## src/sv/olst_pkg.sv

```systemverilog
// shared types and codes for the ordered list store
package olst_pkg;

    localparam int ACTION_W   = 3;
    localparam int POSITION_W = 7;
    localparam int VALUE_W    = 32;
    localparam int STATUS_W   = 2;
    localparam int COUNT_W    = 7;

    localparam logic [ACTION_W-1:0] ACT_APPEND = 3'd0;
    localparam logic [ACTION_W-1:0] ACT_HEAD   = 3'd1;
    localparam logic [ACTION_W-1:0] ACT_INSERT = 3'd2;
    localparam logic [ACTION_W-1:0] ACT_REMOVE = 3'd3;
    localparam logic [ACTION_W-1:0] ACT_SEARCH = 3'd4;

    localparam logic [STATUS_W-1:0] ST_OK    = 2'd0;
    localparam logic [STATUS_W-1:0] ST_RANGE = 2'd1;
    localparam logic [STATUS_W-1:0] ST_FULL  = 2'd2;

    // broadcast command from the control logic to every cell
    typedef struct packed {
        logic               insert;
        logic               remove;
        logic               search;
        logic [VALUE_W-1:0] value;
    } olst_cmd_t;

endpackage

```

## src/sv/olst_cell.sv

```systemverilog
// one storage cell of the list: holds an entry, shifts with its neighbors, compares
module olst_cell
    import olst_pkg::*;
#(
    parameter int CNT_W = 7,
    parameter int INDEX = 0
) (
    input  logic               aclk,
    input  olst_cmd_t          cmd,
    input  logic [CNT_W-1:0]   pos,
    input  logic [CNT_W-1:0]   occ,
    input  logic [VALUE_W-1:0] left_data,
    input  logic [VALUE_W-1:0] right_data,
    output logic [VALUE_W-1:0] data,
    output logic               hit
);

    localparam logic [CNT_W-1:0] IDX = CNT_W'(INDEX);

    logic [VALUE_W-1:0] entry_reg;
    logic [VALUE_W-1:0] entry_next;
    logic               hit_reg;
    logic               hit_next;

    always_comb begin
        entry_next = entry_reg;
        if (cmd.insert) begin
            if (IDX == pos) begin
                entry_next = cmd.value;
            end else if (IDX > pos) begin
                entry_next = left_data;
            end
        end else if (cmd.remove) begin
            if (IDX >= pos) begin
                entry_next = right_data;
            end
        end
    end

    // only held entries take part in a search
    assign hit_next = cmd.search && (IDX < occ) && (entry_reg == cmd.value);

    always_ff @(posedge aclk) begin
        entry_reg <= entry_next;
        // hit bit holds until the next search so a stalled result keeps it
        if (cmd.search) begin
            hit_reg <= hit_next;
        end
    end

    assign data = entry_reg;
    assign hit  = hit_reg;

endmodule
```

## config.mk

```make
export PLATFORM = sky130hd
export DESIGN_NAME = olst_cell
export DESIGN_NICKNAME = d
export VERILOG_FILES = /design/src/sv/olst_pkg.sv /design/src/sv/olst_cell.sv
export SDC_FILE = /design/constraint.sdc
export NUM_CORES = 1
export LEC_CHECK = 0
export BUFFER_PORTS_ARGS = -buffer_cell sky130_fd_sc_hd__buf_2
export CAP_MARGIN = 10
export CORE_MARGIN = 5
export CORE_UTILIZATION = 25
export DETAILED_ROUTE_END_ITERATION = 8
export GPL_ROUTABILITY_DRIVEN = 0
export GPL_TIMING_DRIVEN = 0
export SLEW_MARGIN = 20
export SYNTH_ARGS = -nofsm -noshare
export SYNTH_HDL_FRONTEND = slang
export SYNTH_SLANG_ARGS = --single-unit
```

## constraint.sdc

```tcl
create_clock -name aclk -period 7.1 [get_ports aclk]
set_input_delay 0 -clock aclk [delete_from_list [all_inputs] [get_ports aclk]]
set_output_delay 0 -clock aclk [all_outputs]
set_load 0.01 [all_outputs]
```

== Word-level counts from Yosys, hierarchy flattened ==
Cells that the tools add are included.

* Magnitude comparators: 3
* Equal/unequal tests: 2
* Muxes and demuxes: 5
* Reduce and logical (&&, ||, !) cells: 6

{| class="wikitable"
|+ Operator list
! cell !! count
|-
| $mux 32 || 5
|-
| $eq 32x32->1 || 1
|-
| $ge 1x7->1 const A || 1
|-
| $gt 1x7->1 const A || 1
|-
| $logic_not 7->1 || 1
|-
| $lt 1x7->1 const A || 1
|-
| $reduce_bool 2->1 || 2
|-
| $ne 3x1->1 const B || 1
|-
| $reduce_and 3->1 || 1
|-
| $logic_and 1x1->1 || 2
|}

* Bits in registers: 33
* Input bits: 114
* Logic and storage cells: 18

== Longest topological paths before layout ==
Gate-level depths: netlist of run 1.

* Depth after elaboration: 4
* Mapped depth: 5
* Mapped depth without buffers: 4

== Least setup slack after synthesis of run 1 ==
Ideal clock, no wire load.

* Kind: input -> register
* Start: input port pos[4]
* End: register entry_reg[0] (netlist: data[0]) (enable)
* Data arrival time: 1.996 ns
* Data required time: 6.679 ns
* Path slack: 4.683 ns
* Stages on the path: 4
* Path buffers: 1
* Cells stage by stage: nor4_2 -> nand2_2 -> buf_6 -> nor2_1

* Cells in the longest elaborated chain, start to end: 3

{| class="wikitable"
|+ Ends and longest elaborated chain
! item !! line !! RTL
|-
| start, declared || olst_cell.sv:10 || <nowiki>input logic [CNT_W-1:0] pos,</nowiki>
|-
| $gt 1x7->1, or another cell as far along || olst_cell.sv:30 || <nowiki>end else if (IDX > pos) begin</nowiki>
|-
| $ne 3x1->1 (no line) / $reduce_bool 2->1 (equally long branches) || -- ||
|-
| $reduce_and 3->1 (no line) * || -- ||
|-
| end signal, assigned || olst_cell.sv:44 || <nowiki>entry_reg <= entry_next;</nowiki>
|-
| end, declared || olst_cell.sv:20 || <nowiki>logic [VALUE_W-1:0] entry_reg;</nowiki>
|}

Every way passes the cells marked *; elsewhere a longest branch is shown, timed or not.
A chain may end at the register's enable or synchronous reset.

== Worst setup path after layout of run 1 ==
* Start: register entry_reg[7] (netlist: data[7])
* End: register hit_reg (netlist: hit), data pin

* Cells in the longest elaborated chain, start to end: 2

{| class="wikitable"
|+ Ends and longest elaborated chain
! item !! line !! RTL
|-
| $eq 32x32->1 || olst_cell.sv:41 || <nowiki>assign hit_next = cmd.search && (IDX < occ) && (entry_reg == cmd.value);</nowiki>
|-
| $logic_and 1x1->1 || olst_cell.sv:41 ||
|-
| via hit_next || olst_cell.sv:23 || <nowiki>logic hit_next;</nowiki>
|-
| end signal, assigned || olst_cell.sv:47 || <nowiki>hit_reg <= hit_next;</nowiki>
|-
| end, declared || olst_cell.sv:22 || <nowiki>logic hit_reg;</nowiki>
|}

The timed path passes the listed nets, and every way through them passes these cells.

==> results of run 1 <==
==> cell families (layout without fill, tap and decap cells) <==
family                 count (synthesis)  after routing  synth area share
flip-flops                            33             33             0.483
XOR/XNOR                              32             32             0.137
AO/OA/AOI/OAI                         32             32            0.0781
buffers and inverters                 10            165            0.0299
AND/OR/NAND/NOR                       52             52             0.116
multiplexers                          32             32             0.156
==> cell type report <==
class                      count  area [um^2]
tap                          105          131
clock inverter                 2         10.0
sequential                    33          991
timing repair buffer         147          763
clock buffer                   6         72.6
buffer                        10         61.3
multi-input combinational    148         1010
fill                         871         5060
==> worst max-delay path, stage by stage (launching register included) <==
cell and delay [ns]:
edfxtp_1 0.40, xor2_1 0.17, nor4_1 0.49, nand4_1 0.18, nor3_1 0.23
==> power groups by stage <==
stage / Sequential, mW / Clock (mW) / Combinational [mW]
after floorplan: 0.223 / 0 / 0.0300
final: 0.218 / 0.141 / 0.0754
after global routing: 0.218 / 0.155 / 0.0849
after global placement: 0.222 / 0 / 0.0740
after detailed placement: 0.222 / 0 / 0.0760
after CTS: 0.218 / 0.146 / 0.0766
==> cells in the final DEF (no fill, tap or decap), drive strengths merged, types with 4 or more instances in the layout <==
cell and n:
clkbuf 11, nor3 4, buf 151, a21oi 32, mux2i 32, nor4 9, edfxtp 33, xor2 31
nor2 34
==> path summary, 6_finish.rpt <==
kind,startpoint,endpoint,slack (ns),cells after the start
max reg2reg,data[7]$_DFFE_PP_,hit$_DFFE_PP_,5.47,4
min reg2reg,data[20]$_DFFE_PP_,hit$_DFFE_PP_,0.75,3
max,data[7]$_DFFE_PP_,hit$_DFFE_PP_,5.47,4
min,right_data[21],data[21]$_DFFE_PP_,0.04,3
==> layer usage <==
layer	part of all wire	track usage	wire length, um	up-vias
met4	0.0084	0.0280	60	0
met5	0	0	0	-
li1	-	-	-	998
met2	0.51	0.255	3650	69
met3	0.071	0.0388	511	4
met1	0.41	0.165	2930	928
==> stage by stage <==
stage / instances / worst slack [ns] / hold slack (ns) / cell area, um^2 / power (mW)
global route: 451 / 5.31 / 0.0438 / 3040 / 0.458
detailed placement: 442 / 5.26 / 0.227 / 2940 / 0.298
CTS: 451 / 5.37 / 0.0233 / 3040 / 0.440
floorplan: 191 / 4.68 / 0.112 / 2050 / 0.252
finish: 451 / 5.47 / 0.0383 / 3040 / 0.434
global placement: 441 / 3.70 / 0.224 / 2910 / 0.296
==> run summary, run 1 <==
The most frequently used cell type in the post-synthesis netlist is nor2_1. Clock-pin slew was measured on the worst setup and hold paths at 0.07 ns. At the end of the flow, the number of nets in the layout was 459.

The power density over cell area came out at 143 nW/um^2. The total inserted antenna cells was 0; the height of the chip was 101 um. Setup violations remaining at the end of the flow were counted as 0. CTS placed an instance of clkbuf_8 at the clock tree root. The tools report the share of power burned in the clock network as 0.325. Port buffering added 145 buffers.

Measured along the x axis, the die boundary spans 101 um. The routed design could run at a clock period as short as 1.63 ns. For the relative contribution of combinational cells to total power, the log shows 0.174. The iteration count of the initial detailed-routing pass came out at 4. The cell area that synthesis handed to floorplanning was 2050 um^2.

Via count of the first global-routing pass: 2,164. The logs give 109 uW for the total net switching power and 191 for the instance count of the mapped netlist. The tools report the H-tree depth as 2.

The routed via count divided by cell count came out at 4.43. The run gives 7.15 mm as the routed wire length. Across all layers, the routed design uses 1,999 vias. Data on the critical path is required at its endpoint by 7.21 ns. The total overflow reported by the global router was 0. The library cell with the largest summed area after synthesis was edfxtp_1. The run gives 75.3 uV as the peak supply drop. The run gives 1 as the post-cts hold buffer count. The run gives 0.140 as the overall track demand over capacity in global routing.

The worst setup path is launched from a flop. The sequential share of power was 0.501. In this run, the number of DRC markers left after iteration 0 of detailed routing was 50. The synthesized design contains 33 enable-type register cells. The type of the setup path with the least slack was flop to flop. The fraction of layout instances using a drive strength above 1 was 0.462. Setup repair after global routing left no endpoint under its margin.

The top cell type's share of synthesized area is 0.483, and the starting utilization of the core area is 0.253. When the netlist entered floorplanning its net count stood at 305. The type of destination of the critical path was a flop. The share of flip-flops with an asynchronous set or reset works out to 0.

The flow ran to the end, and the final reports show no timing, DRC or antenna violations. The tools report the final core area utilization as 0.375. The remaining antenna violation count came out at 0. The count of state elements after synthesis is 33. In the synthesized netlist, the cells that appear most often are nor2_1 (34), edfxtp_1 (33), a21oi_1 (32), mux2i_1 (32), xor2_1 (31).

After detailed routing, the average wire length per cell comes to 15.9 um. The final number of hold-violating endpoints was 0. The static leakage power is 1.56 nW, and the global-route wire length before repair is 10.9 mm. After clock tree synthesis, the setup repair step added 0 buffers. Sequential cell area fraction in the yosys report: 0.483. In this run, distinct cell masters in the synthesized netlist total 17. The number of antenna violations at the first check in global routing is 0.

Clock tree synthesis inserted a total of 5 buffers. The logs give 10,100 um^2 for the overall die area and 1.74 ns for the data arrival at the endpoint of the critical path. Adding up every negative setup slack in the final design gives 0 ns. The number of flip-flops under the largest register name was 32. Part of the cycle the worst path needs: 0.230. Ranked by total cell area, the synthesized netlist is headed by edfxtp_1 (48%), mux2i_1 (16%), xor2_1 (13%), a21oi_1 (7.8%), nor2_1 (6.2%). The core region is 8090 um^2. Worst-case headroom to the max-slew limit: 0.549. The total of warnings raised by yosys was 0; the DRC violation count after routing was 0. During I/O placement, the number of pins put on the boundary was 147. The fraction of power spent switching nets was 0.252. For this run, the leading register cell type out of synthesis is edfxtp_1. The area growth from synthesis to layout is 48.0%.

The clock passes through at most 2 buffers. Entering global routing, the biggest net connects 19 pins. TritonCTS built the clock tree. The mean instance size in the synthesized netlist was 10.7 um^2. The tool flagged a number of max-cap violations equal to 0. The tools report the post-detailed-placement half-perimeter wirelength as 5.83 mm. Worst min-delay path class: primary input to flop. Row generation in the floorplan step produced 33 rows. For the pin with the worst max-slew slack, the measured transition is 0.677 ns. The logs give 324 uW for the total internal power and 612 MHz for the highest attainable clock frequency. Of all nets on the critical path, the largest fanout is 2. The logs give 0 for the post-cts resize count and 0 for the number of max-slew violations in the final report. Clock skew on the completed layout was measured at 0.00547 ns. The number of sinks driven by the clock tree was 33; the clock insertion delay at the later pin of the skew report was 0.28 ns.
Note: power is estimated with default switching activity, not from simulation.
==> run 2, diff against run 1 <==
==> constraint.sdc (replaced) <==
create_clock -name aclk -period 1.3 [get_ports aclk]
set_input_delay 0 -clock aclk [delete_from_list [all_inputs] [get_ports aclk]]
set_output_delay 0 -clock aclk [all_outputs]
set_load 0.01 [all_outputs]
==> run summary, run 2 (same netlist as run 1, synthesis figures left out) <==
The flow ran to the end, but the final reports show violations. The checks that failed: negative setup slack. The clock arrives with 0.00413 ns of skew. The starting utilization of the core area came out at 0.253.

Global routing finished with a remaining overflow of 0. The part of the cycle the worst path needs came out at 1.09. The logs give 4 for the iteration count of the initial detailed-routing pass and 10,100 um^2 for the overall die area. The H-tree depth was 2. The tools report the category of the worst setup path launch point as a flop. Overall track demand over capacity in global routing: 0.139.

Walking the worst path, the cells encountered are xor2_1 > nor4_2 > nand4_1 > nor3_2. Prior to clock tree synthesis, the placed netlist has a worst setup slack of -0.773 ns. The number of buffer and inverter stages on the critical path was 0; the area of placed instances was 2930 um^2. The tools report the worst-case headroom to the max-slew limit as 0.616. After floorplanning, the core was sized to cover 8090 um^2. The count of final setup violators was 1.

Static timing analysis puts the maximum clock frequency at 709 MHz. The logs give 7.14 mm for the routed wire length and 33 for the cell row count. Along the worst path, the maximum fanout reaches 2. The path class of the tightest hold or removal check is primary input to flop. The tools report the number of CTS-inserted buffers as 5. The largest stage delay on the critical path is 0.40 ns.

The highest-delay cell along the critical path is edfxtp_1. The data required time at the worst endpoint was 1.43 ns; the worst reg-to-reg setup slack was -0.11 ns. The critical path is of the flop to flop type.

The final number of hold-violating endpoints is 0. The fraction of power spent switching nets was 0.247. The fraction of layout instances using a drive strength above 1 was 0.480. The detail route stage leaves a number of antenna-violating nets equal to 0. The tree is rooted in a clkbuf_8. The number of antenna violations at the first check in global routing is 0, and the count of vias placed by the detailed router is 2,030. The width of the die came out at 101 um. The height of the chip is 101 um. The sequential share of power is 0.502. Compared with the post-synthesis result, the final layout area differs by 51.6%.

The clock input transition at the sequential cells of the worst setup and hold paths was 0.07 ns; the number of port buffers was 145. The tools report the count of routing violations after the opening detailed-route iteration as 36. Internal power comes to 1.78 mW. The total net switching power is 585 uW. The power density over cell area is 762 nW/um^2.

The library cells used most frequently in the layout, excluding fill and tap cells, are buf_2 (146), nor2_1 (33), edfxtp_1 (33), mux2i_1 (32), a21oi_1 (32). Leaving out fill and tap cells, the most frequent cell in the layout is buf_2. Data on the critical path arrives at its endpoint at 1.54 ns. In the final routed layout, each cell accounts on average for 15.8 um.

For the smallest setup slack after layout, the log shows -0.111 ns. The share of power burned in the clock network is 0.318. For this design the static power due to leakage is 1.57 nW. The relative contribution of combinational cells to total power came out at 0.181. TritonCTS built the clock tree. Dividing the detail-routed via count by the number of cells gives 4.48. The tools report the number of max-slew violations in the final report as 0. The tools report the final layout net count as 461. The tool flagged a number of max-cap violations equal to 0. The post-layout instance area was 3110 um^2. The first global-routing pass estimated 10.8 mm of wire. The type of destination of the critical path was a flop. VDD sags by at most 297 uV.

Number of flip-flops under the largest register name: 32. The tools report the clock insertion delay at the later pin of the skew report as 0.28 ns. The kind of cell with the highest combined delay along the critical path is simple AND/OR/NAND/NOR gates. During I/O placement, the number of pins put on the boundary was 147. The tools report the DRC violation count after routing as 0.

The via count of the first global-routing pass is 2,139, and the time the worst path needs with I/O delays and setup is 1.41 ns. Setup repair after global routing could not meet its margin everywhere. CTS saw 33 sinks. Entering global routing, the biggest net connects 17 pins. The maximum buffer depth of the clock tree was 2.

The number of antenna diodes in the final layout is 0. Detailed placement finished with a half-perimeter wire length of 5.73 mm. The actual transition at the worst max-transition pin is 0.576 ns.
==> run 2: cell types whose count changed in the layout (fill, tap and decap cells not counted) <==
| cell | previous run | this run |
|---|---|---|
| nor4_1 | 8 | 3 |
| nor4_2 | 1 | 5 |
| buf_12 | 0 | 2 |
| clkinv_2 | 2 | 0 |
| buf_16 | 1 | 0 |
| buf_4 | 0 | 1 |
| buf_6 | 3 | 2 |
| buf_8 | 0 | 1 |
| clkbuf_1 | 6 | 7 |
| nor2_4 | 1 | 2 |
| nor3_1 | 4 | 3 |
| nor3_2 | 0 | 1 |
| nor4_4 | 0 | 1 |
==> run 2: tightest hold or removal path, stage by stage <==
cell and delay [ns]:
buf_2 0.07, nor2_1 0.03, a21oi_1 0.10
==> run 2: timing repair <==
action	CTS	global route
hold endpoints to repair	1	0
cloned	1	0
setup buffers	3	0
pin swaps	5	3
hold buffers	1	0
gates resized for setup	5	2
setup endpoints to repair	33	17
==> run 2: final timing paths <==
path	startpoint	end	cells after the start
setup reg to reg	data[15]$_DFFE_PP_	hit$_DFFE_PP_	4
setup / recovery	data[15]$_DFFE_PP_	hit$_DFFE_PP_	4
hold reg to reg	data[20]$_DFFE_PP_	hit$_DFFE_PP_	3
hold / removal	right_data[28]	data[28]$_DFFE_PP_	3
==> run 2: area by class of cell <==
| type | count | area, um^2 |
|---|---|---|
| fill | 853 | 4980 |
| multi-input combinational | 149 | 1060 |
| tap | 105 | 131 |
| sequential | 33 | 991 |
| timing repair buffer | 149 | 783 |
| clock buffer | 8 | 80.1 |
| buffer | 9 | 61.3 |
==> run 2: stage by stage <==
step	total power, mW	utilization	setup TNS (ns)	hold slack (ns)	cells
2_1_floorplan	1.38	-	-6.01	0.112	191
3_3_place_gp	1.62	0.362	-24.42	0.218	441
3_5_place_dp	1.63	0.362	-26.54	0.221	441
4_1_cts	2.43	0.383	-0.159	0.0245	454
5_1_grt	2.52	0.384	-0.213	0.0337	453
6_report	2.37	0.384	-0.111	0.0392	453
==> run 2: power by group through the flow <==
stage / sequential (mW) / clock [mW] / combinational, mW
3_5_place_dp: 1.21 / 0 / 0.419
4_1_cts: 1.19 / 0.809 / 0.433
5_1_grt: 1.19 / 0.853 / 0.480
6_report: 1.19 / 0.753 / 0.428
3_3_place_gp: 1.21 / 0 / 0.408
2_1_floorplan: 1.22 / 0 / 0.166
==> run 2: layer usage <==
layer / wire length (um) / share of wire / track usage / vias up
li1: - / - / - / 1002
met1: 3000 / 0.42 / 0.176 / 942
met2: 3550 / 0.50 / 0.235 / 77
met3: 496 / 0.069 / 0.0332 / 9
met4: 94 / 0.013 / 0.0394 / 0
met5: 0 / 0 / 0 / -
==> run 3, diff against run 2 <==
--- a/config.mk
+++ b/config.mk
@@ -7,12 +7,11 @@
 export LEC_CHECK = 0
 export BUFFER_PORTS_ARGS = -buffer_cell sky130_fd_sc_hd__buf_2
 export CAP_MARGIN = 10
-export CORE_MARGIN = 5
 export CORE_UTILIZATION = 25
 export DETAILED_ROUTE_END_ITERATION = 8
 export GPL_ROUTABILITY_DRIVEN = 0
 export GPL_TIMING_DRIVEN = 0
-export SLEW_MARGIN = 20
+export SLEW_MARGIN = 5
 export SYNTH_ARGS = -nofsm -noshare
 export SYNTH_HDL_FRONTEND = slang
 export SYNTH_SLANG_ARGS = --single-unit
==> constraint.sdc (replaced) <==
create_clock -name aclk -period 1.3 [get_ports aclk]
set_input_delay 0.13 -clock aclk [delete_from_list [all_inputs] [get_ports aclk]]
set_output_delay 0.13 -clock aclk [all_outputs]
set_load 0.01 [all_outputs]
==> run summary, run 3 (same netlist as run 1, synthesis figures left out) <==
TritonCTS built the clock tree. The clock passes through at most 2 buffers. Count of routing violations after the opening detailed-route iteration: 49.

Leaving out fill and tap cells, the most frequent cell in the layout is buf_2. For the fraction of met1 tracks used by global routing, the log shows 0.201. Counting every sink on the clock net gives 33.

The routed wire length is 6.71 mm. After floorplanning, the core was sized to cover 7850 um^2. The cell row count was 32; the total overflow reported by the global router was 0. The overall die area is 8570 um^2. Walking the worst path, the cells encountered are xor2_1 > nor4_2 > nand4_1 > nor3_2.

Detailed placement finished with a half-perimeter wire length of 5.14 mm. Number of top-level design ports: 147. In this run the most used layer during global routing was met2. The hold slack was 0.0592 ns. Time the worst path needs with I/O delays and setup: 1.42 ns. The worst clock skew on the final layout was 0.00427 ns; the number of standard cells in the layout, taps in and fillers out was 450. The met3 track demand over resource is 0.0320. Clock latency on the worst-skew pair, taken at its later pin, is 0.28 ns. The number of buffer and inverter stages on the critical path was 0.

The H-tree was split into 2 levels. Along the worst path, the maximum fanout reaches 2. STA classifies the critical path startpoint as a flop. Once placement completed, the tool counted placed cells totaling 438. The tools report the type of destination of the critical path as a flop. After detailed routing, the number of vias per cell comes to 4.38. The run finished, with violations left. Clock tree synthesis inserted a total of 5 buffers. The run gives 0.564 as the worst-case headroom to the max-slew limit.

The count of final setup violators was 1. The critical path is of the flop to flop type. The register with the most flip-flops in the layout has 32 of them. The final reports fail on negative setup slack.

The final route contains 1,969 vias. The largest stage delay on the critical path was 0.41 ns. The logs give -0.124 ns for the smallest setup slack after layout and 462 for the final layout net count. The height of the chip was 92.6 um.

On the critical path, the stage with the largest delay is an instance of edfxtp_1. For the starting utilization of the core area, the log shows 0.261. The met2 layer usage reported by global route was 0.264. 0 antenna diodes ended up in the layout. VDD sags by at most 332 uV. Setup repair after global routing could not meet its margin everywhere. The post-cts hold buffer count came out at 0.

The cell sitting at the root of the clock tree is a clkbuf_8. The run gives 1.56 ns as the data arrival at the endpoint of the critical path. The overall track demand over capacity in global routing is 0.156.

Via count of the first global-routing pass: 1,953. In the layout the commonest cells are buf_2 (146), nor2_1 (33), edfxtp_1 (33), mux2i_1 (32), a21oi_1 (32). Cell family contributing the most delay on the critical path: simple AND/OR/NAND/NOR gates.

Measured along the x axis, the die boundary spans 92.6 um. For the pin with the worst max-slew slack, the measured transition is 0.654 ns. The power density over cell area was 760 nW/um^2.

Clock-pin slew was measured on the worst setup and hold paths at 0.07 ns. The average wire length per cell after detail routing is 14.9 um. The logs give 9.96 mm for the global-route wire length before repair and 0 for the number of max-slew violations in the final report. The layout overhead on the synthesized area was 50.6%. Derived from the worst setup path, the maximum achievable clock frequency is 702 MHz. The static leakage power was 1.57 nW; the iteration count of the initial detailed-routing pass was 4. Part of the cycle the worst path needs: 1.10.

The run gives 0 as the final number of hold-violating endpoints. The data required time at the worst endpoint came out at 1.43 ns. The number of antenna violations at the first check in global routing is 0. The max-cap check violation count came out at 0.

The maximum number of pins on one net before global-route repair was 17; the remaining antenna violation count was 0. The fraction of layout instances using a drive strength above 1 works out to 0.483. The number of port buffers came out at 145. Worst min-delay path class: primary input to flop. The DRC violation count after routing came out at 0.
-- run 3: layout make-up --
class	instances	area [um^2]
Buffer	9	61.3
Clock buffer	6	72.6
Tap cell	102	128
Multi-Input combinational cell	149	1060
Clock inverter	1	3.75
Timing Repair Buffer	150	776
Sequential cell	33	991
Fill cell	848	4760
-- run 3: stage by stage --
| stage | worst slack, ns | setup TNS [ns] | instance area, um^2 | util | total power, mW |
|---|---|---|---|---|---|
| 2_1_floorplan | -0.318 | -10.17 | 2070 | - | 1.38 |
| 3_3_place_gp | -0.791 | -29.47 | 2920 | 0.373 | 1.62 |
| 3_5_place_dp | -0.771 | -29.28 | 2920 | 0.373 | 1.63 |
| 4_1_cts | -0.148 | -0.148 | 3090 | 0.393 | 2.39 |
| 5_1_grt | -0.279 | -0.279 | 3090 | 0.393 | 2.47 |
| 6_report | -0.124 | -0.124 | 3090 | 0.393 | 2.35 |
-- run 3: timing repair --
item                       CTS  global route
gates resized for setup      5             1
setup endpoints to repair   33            33
cloned                       1             0
pin swaps                    5             2
buffers inserted             5             0
-- run 3: final timing paths --
check | startpoint | to | slack, ns | cells past startpoint
min | cmd[32] | hit$_DFFE_PP_ | 0.06 | 1
max | data[15]$_DFFE_PP_ | hit$_DFFE_PP_ | -0.12 | 4
max reg2reg | data[15]$_DFFE_PP_ | hit$_DFFE_PP_ | -0.12 | 4
min reg2reg | data[20]$_DFFE_PP_ | hit$_DFFE_PP_ | 0.75 | 3
-- run 3: power breakdown --
group / internal, mW / switching [mW] / leakage (nW) / total [mW]
clock network: 0.361 / 0.375 / 0.0387 / 0.737
logic: 0.216 / 0.205 / 1.23 / 0.421
registers: 1.19 / 0.00342 / 0.309 / 1.19
-- run 3: metal layers --
layer	wire length (um)	vias to the layer above
met3	392	9
met5	0	-
met4	83	0
met2	3190	77
li1	-	1011
met1	3040	872
